<file path="src/rtl/assert_macros.svh">
// ----------------------------------------------------------------------------
// assert_macros.svh
// assertion helpers shared by the rtl, emptied when SYNTH is defined
// ----------------------------------------------------------------------------
`ifndef ASSERT_MACROS_SVH
`define ASSERT_MACROS_SVH

`ifndef SYNTH
// property must hold at every clock edge outside reset
`define ASSERT_CLK(label, clk, rst, prop, msg) \
   label: assert property (@(posedge clk) disable iff (rst) (prop)) else $error(msg);
// expression must never be true outside reset
`define ASSERT_NEVER(label, clk, rst, expr, msg) \
   label: assert property (@(posedge clk) disable iff (rst) !(expr)) else $error(msg);
`else
`define ASSERT_CLK(label, clk, rst, prop, msg)
`define ASSERT_NEVER(label, clk, rst, expr, msg)
`endif

`endif

</file>
<file path="src/rtl/modexp_pkg.sv">
// ----------------------------------------------------------------------------
// modexp_pkg
// widths and word types of the modular exponentiation block
// ----------------------------------------------------------------------------
package modexp_pkg;

   // operand width of base, exponent, modulus and result
   localparam int OPERAND_BITS = 31;

   // value returned for a zero exponent
   localparam logic [OPERAND_BITS-1:0] ONE_VALUE = {{(OPERAND_BITS-1){1'b0}}, 1'b1};

   // request word
   typedef struct packed {
      logic [OPERAND_BITS-1:0] base_value;
      logic [OPERAND_BITS-1:0] exponent_value;
      logic [OPERAND_BITS-1:0] modulus_value;
   } req_payload_type;

   // response word
   typedef struct packed {
      logic [OPERAND_BITS-1:0] power_result;
   } rsp_payload_type;

endpackage

</file>
<file path="src/rtl/modexp_ifs.sv">
// ----------------------------------------------------------------------------
// modexp channel interfaces
// valid/ready channels carrying request and response words
// ----------------------------------------------------------------------------
interface modexp_req_if import modexp_pkg::*; ();
   logic            valid;
   logic            ready;
   req_payload_type payload;

   modport source (output valid, output payload, input ready);
   modport sink (input valid, input payload, output ready);
endinterface

interface modexp_rsp_if import modexp_pkg::*; ();
   logic            valid;
   logic            ready;
   rsp_payload_type payload;

   modport source (output valid, output payload, input ready);
   modport sink (input valid, input payload, output ready);
endinterface

</file>
<file path="src/rtl/modular_exponentiation_top.sv">
// ----------------------------------------------------------------------------
// modular_exponentiation_top
// operation: a zero exponent or zero modulus goes straight to the hold state,
//   otherwise the sequencer runs a base reduction, then squarings and multiplies;
//   the finished response word waits in hold until the response register is free
// throughput: one word at a time; each modular multiply is a bit-serial
//   interleaved radix-2 unit
// reset: synchronous, clears the sequencer and the response valid
// ----------------------------------------------------------------------------
`include "assert_macros.svh"

module modular_exponentiation_top import modexp_pkg::*; (
   input logic            clock,
   input logic            reset,
   modexp_req_if.sink     req_ch,
   modexp_rsp_if.source   rsp_ch
);

   localparam int W        = OPERAND_BITS;
   localparam int CNT_BITS = $clog2(OPERAND_BITS);
   localparam logic [CNT_BITS-1:0] CNT_LAST = CNT_BITS'(OPERAND_BITS - 1);

   // sequencer states
   localparam logic [1:0] ST_IDLE = 2'd0;
   localparam logic [1:0] ST_RUN  = 2'd1;
   localparam logic [1:0] ST_HOLD = 2'd2;

   // multiply operations
   localparam logic [1:0] OP_RED = 2'd0;  // base reduced by the modulus
   localparam logic [1:0] OP_MUL = 2'd1;  // accumulator times running base
   localparam logic [1:0] OP_SQR = 2'd2;  // running base squared

   logic [1:0]          state_ff, state_in;
   logic [1:0]          op_ff, op_in;
   logic [CNT_BITS-1:0] cnt_ff, cnt_in;
   logic [W-1:0]        mod_ff, mod_in;
   logic [W-1:0]        exp_ff, exp_in;
   logic [W-1:0]        acc_ff, acc_in;
   logic [W-1:0]        run_ff, run_in;
   logic [W-1:0]        x_ff, x_in;
   logic [W-1:0]        y_ff, y_in;
   logic [W-1:0]        r_ff, r_in;
   logic [W-1:0]        out_ff, out_in;
   logic                rsp_valid_ff, rsp_valid_in;

   logic [W+1:0]        step_sum;
   logic [W+1:0]        mod_one;
   logic [W+1:0]        mod_two;
   logic [W+1:0]        step_red;
   logic [W-1:0]        prod;

   // one radix-2 step: partial result doubled plus multiplicand when the multiplier top bit is set, below three moduli
   assign mod_one  = {2'b00, mod_ff};
   assign mod_two  = {1'b0, mod_ff, 1'b0};
   assign step_sum = {1'b0, r_ff, 1'b0} + (x_ff[W-1] ? {2'b00, y_ff} : '0);

   always_comb begin
      if (step_sum >= mod_two) begin
         step_red = step_sum - mod_two;
      end else if (step_sum >= mod_one) begin
         step_red = step_sum - mod_one;
      end else begin
         step_red = step_sum;
      end
   end

   assign prod = step_red[W-1:0];

   // sequencer
   always_comb begin
      state_in     = state_ff;
      op_in        = op_ff;
      cnt_in       = cnt_ff;
      mod_in       = mod_ff;
      exp_in       = exp_ff;
      acc_in       = acc_ff;
      run_in       = run_ff;
      x_in         = x_ff;
      y_in         = y_ff;
      r_in         = r_ff;
      out_in       = out_ff;
      rsp_valid_in = rsp_valid_ff;

      // response word taken
      if (rsp_ch.ready) begin
         rsp_valid_in = 1'b0;
      end

      case (state_ff)
         ST_IDLE: begin
            if (req_ch.valid) begin
               mod_in = req_ch.payload.modulus_value;
               exp_in = req_ch.payload.exponent_value;
               x_in   = req_ch.payload.base_value;
               y_in   = ONE_VALUE;
               r_in   = '0;
               cnt_in = '0;
               op_in  = OP_RED;
               // zero exponent gives one; zero modulus gives zero
               if (req_ch.payload.exponent_value == '0) begin
                  acc_in   = ONE_VALUE;
                  state_in = ST_HOLD;
               end else if (req_ch.payload.modulus_value == '0) begin
                  acc_in   = '0;
                  state_in = ST_HOLD;
               end else begin
                  acc_in   = ONE_VALUE;
                  state_in = ST_RUN;
               end
            end
         end
         ST_RUN: begin
            r_in   = prod;
            x_in   = {x_ff[W-2:0], 1'b0};
            cnt_in = cnt_ff + 1'b1;
            // end of one modular multiply: pick the next one
            if (cnt_ff == CNT_LAST) begin
               r_in   = '0;
               cnt_in = '0;
               case (op_ff)
                  OP_RED: begin
                     run_in = prod;
                     if (exp_ff[0]) begin
                        op_in = OP_MUL;
                        x_in  = acc_ff;
                        y_in  = prod;
                     end else begin
                        op_in = OP_SQR;
                        x_in  = prod;
                        y_in  = prod;
                     end
                  end
                  OP_MUL: begin
                     acc_in = prod;
                     if (exp_ff[W-1:1] == '0) begin
                        state_in = ST_HOLD;
                     end else begin
                        op_in = OP_SQR;
                        x_in  = run_ff;
                        y_in  = run_ff;
                     end
                  end
                  OP_SQR: begin
                     run_in = prod;
                     exp_in = {1'b0, exp_ff[W-1:1]};
                     if (exp_ff[1]) begin
                        op_in = OP_MUL;
                        x_in  = acc_ff;
                        y_in  = prod;
                     end else begin
                        op_in = OP_SQR;
                        x_in  = prod;
                        y_in  = prod;
                     end
                  end
                  default: begin
                     state_in = ST_IDLE;
                  end
               endcase
            end
         end
         ST_HOLD: begin
            // move the result out once the response register is free
            if (!rsp_valid_ff || rsp_ch.ready) begin
               out_in       = acc_ff;
               rsp_valid_in = 1'b1;
               state_in     = ST_IDLE;
            end
         end
         default: begin
            state_in = ST_IDLE;
         end
      endcase
   end

   // control registers
   always_ff @(posedge clock) begin
      if (reset) begin
         state_ff     <= ST_IDLE;
         rsp_valid_ff <= 1'b0;
      end else begin
         state_ff     <= state_in;
         rsp_valid_ff <= rsp_valid_in;
      end
   end

   // datapath registers
   always_ff @(posedge clock) begin
      op_ff  <= op_in;
      cnt_ff <= cnt_in;
      mod_ff <= mod_in;
      exp_ff <= exp_in;
      acc_ff <= acc_in;
      run_ff <= run_in;
      x_ff   <= x_in;
      y_ff   <= y_in;
      r_ff   <= r_in;
      out_ff <= out_in;
   end

   // channel outputs
   assign req_ch.ready                = (state_ff == ST_IDLE);
   assign rsp_ch.valid                = rsp_valid_ff;
   assign rsp_ch.payload.power_result = out_ff;

   // checks
   `ASSERT_NEVER(a_run_mod_zero, clock, reset, (state_ff == ST_RUN) && (mod_ff == '0), "multiply with zero modulus")
   `ASSERT_NEVER(a_partial_reduced, clock, reset, (state_ff == ST_RUN) && (r_ff >= mod_ff), "partial product not reduced")
   `ASSERT_NEVER(a_mcand_reduced, clock, reset, (state_ff == ST_RUN) && (y_ff > mod_ff), "multiplicand above modulus")
   `ASSERT_CLK(a_rsp_from_hold, clock, reset, $rose(rsp_valid_ff) |-> ($past(state_ff) == ST_HOLD), "response raised outside hold")

endmodule
</file>
<file path="src/flat_wrapper.sv">
// flat-port wrapper written by rule: the top's interface ports become plain ports
module modular_exponentiation_top_flat import modexp_pkg::*;
  (clock, reset, req_ch_valid, req_ch_payload, req_ch_ready, rsp_ch_valid, rsp_ch_payload, rsp_ch_ready);
  modexp_req_if req_ch_i ();
  modexp_rsp_if rsp_ch_i ();
  input logic clock;
  input logic reset;
  input wire logic [$bits(req_ch_i.valid)-1:0] req_ch_valid;
  input wire logic [$bits(req_ch_i.payload)-1:0] req_ch_payload;
  output wire logic [$bits(req_ch_i.ready)-1:0] req_ch_ready;
  output wire logic [$bits(rsp_ch_i.valid)-1:0] rsp_ch_valid;
  output wire logic [$bits(rsp_ch_i.payload)-1:0] rsp_ch_payload;
  input wire logic [$bits(rsp_ch_i.ready)-1:0] rsp_ch_ready;
  assign req_ch_i.valid = req_ch_valid;
  assign req_ch_i.payload = req_ch_payload;
  assign req_ch_ready = req_ch_i.ready;
  assign rsp_ch_valid = rsp_ch_i.valid;
  assign rsp_ch_payload = rsp_ch_i.payload;
  assign rsp_ch_i.ready = rsp_ch_ready;
  modular_exponentiation_top u_core (.clock(clock), .reset(reset), .req_ch(req_ch_i), .rsp_ch(rsp_ch_i));
endmodule
</file>
<file path="config.mk">
export PLATFORM = sky130hd
export DESIGN_NAME = modular_exponentiation_top_flat
export DESIGN_NICKNAME = d
export VERILOG_FILES = /design/src/rtl/modexp_pkg.sv /design/src/rtl/modexp_ifs.sv /design/src/rtl/modular_exponentiation_top.sv /design/src/flat_wrapper.sv
export VERILOG_INCLUDE_DIRS = /design/src /design/src/rtl
export SDC_FILE = /design/constraint.sdc
export NUM_CORES = 1
export LEC_CHECK = 0
export BUFFER_PORTS_ARGS = -buffer_cell sky130_fd_sc_hd__buf_2
export CORE_ASPECT_RATIO = 0.6
export CORE_MARGIN = 4
export CORE_UTILIZATION = 30
export DETAILED_ROUTE_END_ITERATION = 12
export PLACE_DENSITY = 0.51
export SLEW_MARGIN = 30
export SYNTH_ARGS = -nofsm -noshare
export SYNTH_HDL_FRONTEND = slang
export SYNTH_SLANG_ARGS = --single-unit
</file>
<file path="constraint.sdc">
create_clock -name clock -period 9.56 [get_ports clock]
set_clock_uncertainty 0.05 [all_clocks]
set_input_delay 0.956 -clock clock [delete_from_list [all_inputs] [get_ports clock]]
set_output_delay 0.956 -clock clock [all_outputs]
set_load 0.05 [all_outputs]
</file>
==> out/metrics.cfg <==
[final_layout]
nets = 2167
multi_input_area_um2 = 9016
register_area_um2 = 7717
nFillCells = 5854
area_growth_syn_to_layout_pct = 13.66
drive_gt1_share_pct = 13.34
final_common_cell = edfxtp_1
layout_common_cells = 255 x edfxtp_1, 237 x nand2_1, 191 x nor2_1, 154 x a21oi_1, 129 x buf_2

[yosys]
syn_nets = 2081
async_flop_share_pct = 0
ys_ff_latch = 258
ys.flop_type = edfxtp_1
ys_warn_count = 0
synth_cell_types = 91
syn_area_um2 = 17480
synth_edf_count = 255
syn_avg_cell_area_um2 = 9.288
ys_seq_area_share_pct = 44.15
syn_inst = 1882

[place]
gp_congestion = 0.8854
dpl.hpwl_mm = 44.85
port_buffers = 129
dpl_worst_slack_ns = 2.321

[clock_network]
path_clk_slew_ns = 0.07
cts_setup_buffers = 0
cts_sinks = 258
cts_resized = 0
cts-root-buf = clkbuf_16
clkLatencyLatePin_ns = 0.56
htree_num_levels = 1
cts_hold_buf = 0
cts.path.max_buffers = 3
cts_tree = built
cts-buffers-inserted = 27

[run]
drv_cap = 0

[timing]
slew_headroom_pct = 36.22
tightest_slew_ns = 0.9567
rsz0062_at_grt = false
fin_crit_sh_pct = 78.41
finalHoldViolCount = 0
slew_viol_final = 0
setup_slack_ns = 2.064
min_period_ns = 7.496
max_freq_mhz = 133.4
setup_viol = 0
finalSetupTns_ns = 0

[detailed_routing]
drt_iter0_drc = 1539
drc = 0
top_layer = met4
dr_wl_met2_mm = 24.88
avgRoutedWirePerCell_um = 21.87
route.vias.total = 15180
wl_met3_mm = 4.223
antenna_left = 0
avgViaCountPerCell = 5.504
wl_met1_mm = 30.60
wirelength_mm = 60.32
firstDrtPassIters = 6

[hold_path]
hold_path_class = reg2reg

[outcome]
outcome = finished clean

[global_routing]
grt_max_degree = 69
antenna_found_initial = 3
first_global_vias = 14370
overflow = 0
grt_util_all_layers_pct = 18.60
grt_first_pass_wirelength_mm = 91.00

[die]
core-area_um2 = 57600
rows = 68
initial_core_util_pct = 30.35
pin_count = 130
dieArea_um2 = 62320
die_h_um = 195.0
chipWidth_um = 319.6

[critical_path]
end_kind = register
arrival_ns = 7.72
critPathRequiredTime_ns = 9.79
start_kind = register
crit_fanout = 31
crit_type = reg2reg

-- cells in the mapped netlist (all sizes together), types with 9 or more instances --
| cell | instances | area share, % |
|---|---|---|
| a21o | 30 | 1.3 |
| xor2 | 23 | 1.3 |
| nor3 | 26 | 0.87 |
| clkbuf | 77 | 1.7 |
| o21bai | 11 | 0.47 |
| o211ai | 19 | 0.82 |
| nor2b | 16 | 0.57 |
| nor2 | 196 | 4.2 |
| nand3 | 38 | 1.2 |
| nand4 | 32 | 1.1 |
| a31o | 14 | 0.70 |
| a31oi | 24 | 0.89 |
| a22o | 22 | 1.1 |
| mux2i | 9 | 0.52 |
| inv | 103 | 2.2 |
| a221oi | 9 | 0.49 |
| buf | 23 | 0.77 |
| nand2b | 17 | 0.61 |
| o21ai | 134 | 3.9 |
| and2 | 42 | 1.5 |
| nand2 | 238 | 5.1 |
| a21oi | 159 | 4.6 |
| ha | 99 | 7.1 |
| mux2 | 12 | 0.77 |
| a211oi | 27 | 1.2 |
| o31ai | 24 | 1.3 |
| nor4 | 24 | 0.86 |
| or3 | 12 | 0.43 |
| xnor2 | 39 | 2.0 |
| o21a | 22 | 0.94 |
| edfxtp | 255 | 44 |
-- state kept, by name, summed over array words and instances, names as in the netlist --
| register | cells |
|---|---|
| u_core.cnt_ff | 5 |
| u_core.exp_ff | 31 |
| u_core.op_ff | 2 |
| u_core.run_ff | 31 |
| u_core.r_ff | 31 |
| u_core.acc_ff | 31 |
| u_core.state_ff | 2 |
| u_core.mod_ff | 31 |
| u_core.x_ff | 31 |
| u_core.rsp_ch.payload | 31 |
| u_core.rsp_ch.valid | 1 |
| u_core.y_ff | 31 |
-- cells by family (layout without fill, tap and decap cells) --
logic type | Yosys count | count (layout) | share of synthesized area (%)
compound gates | 562 | 562 | 21.39
xor+xnor | 62 | 62 | 3.214
fa+ha+maj | 102 | 102 | 7.430
buf+inv | 203 | 308 | 4.652
flops | 258 | 258 | 44.15
mux | 21 | 21 | 1.288
other cells | 0 | 1 | 0
simple gates | 674 | 674 | 17.88
-- per-stage QoR --
step,cell area [um2],utilization (%),hold WS (ns),cells
after floorplan,17480,-,0.3854,1882
after detailed placement,18960,32.91,0.4086,2709
after global placement,18930,32.87,0.4071,2708
after CTS,19870,34.49,0.4232,2757
final,19870,34.49,0.4242,2758
after global routing,19870,34.49,0.4361,2758
-- critical path, cell delays in order, from the launching register on --
cell	delay [ns]
edfxtp_1	0.95
and2_1	0.30
ha_1	0.26
a211oi_1	0.25
o21bai_1	0.20
o211ai_1	0.43
a21oi_1	0.22
o21ai_1	0.43
a21oi_1	0.20
mux2i_1	0.20
a211oi_1	0.23
inv_1	0.10
ha_1	0.36
a21oi_1	0.21
o211ai_1	0.14
a31oi_1	0.50
o311ai_1	0.19
nor3_1	0.22
or2_0	0.14
buf_4	0.27
nand3_4	0.32
mux2_2	0.38
o21ai_1	0.47
o31ai_1	0.16
-- final cells by class --
| cell class | instances | share of cell area (%) |
|---|---|---|
| Timing Repair Buffer | 157 | 4.389 |
| Clock inverter | 15 | 1.071 |
| Inverter | 103 | 1.946 |
| Tap cell | 770 | 4.849 |
| Clock buffer | 33 | 3.514 |
| Sequential cell | 258 | 38.84 |
| Antenna cell | 1 | 0.01259 |
| Multi-Input combinational cell | 1421 | 45.38 |
-- per-layer routing --
metal  vias up  track usage [%]
li1       7130                -
met4         0            2.379
met3        43            2.300
met5         -                0
met2       566            26.76
met1      7441            30.11
-- path summary, 6_finish.rpt --
| check | startpoint | to | slack, ns | depth (start not counted) |
|---|---|---|---|---|
| hold / removal | u_core.acc_ff[1]$_SDFFCE_PN0P_ | u_core.rsp_ch.payload[1]$_DFFE_PP_ | 0.42 | 0 |
| setup reg to reg | u_core.x_ff[30]$_DFFE_PP_ | u_core.x_ff[6]$_DFFE_PP_ | 2.06 | 23 |
| hold reg to reg | u_core.acc_ff[1]$_SDFFCE_PN0P_ | u_core.rsp_ch.payload[1]$_DFFE_PP_ | 0.42 | 0 |
| setup / recovery | u_core.x_ff[30]$_DFFE_PP_ | u_core.x_ff[6]$_DFFE_PP_ | 2.06 | 23 |
Power is left out: the tool's default activity adds up to more than one toggle a clock period on the data nets, which glitch-free logic cannot reach.
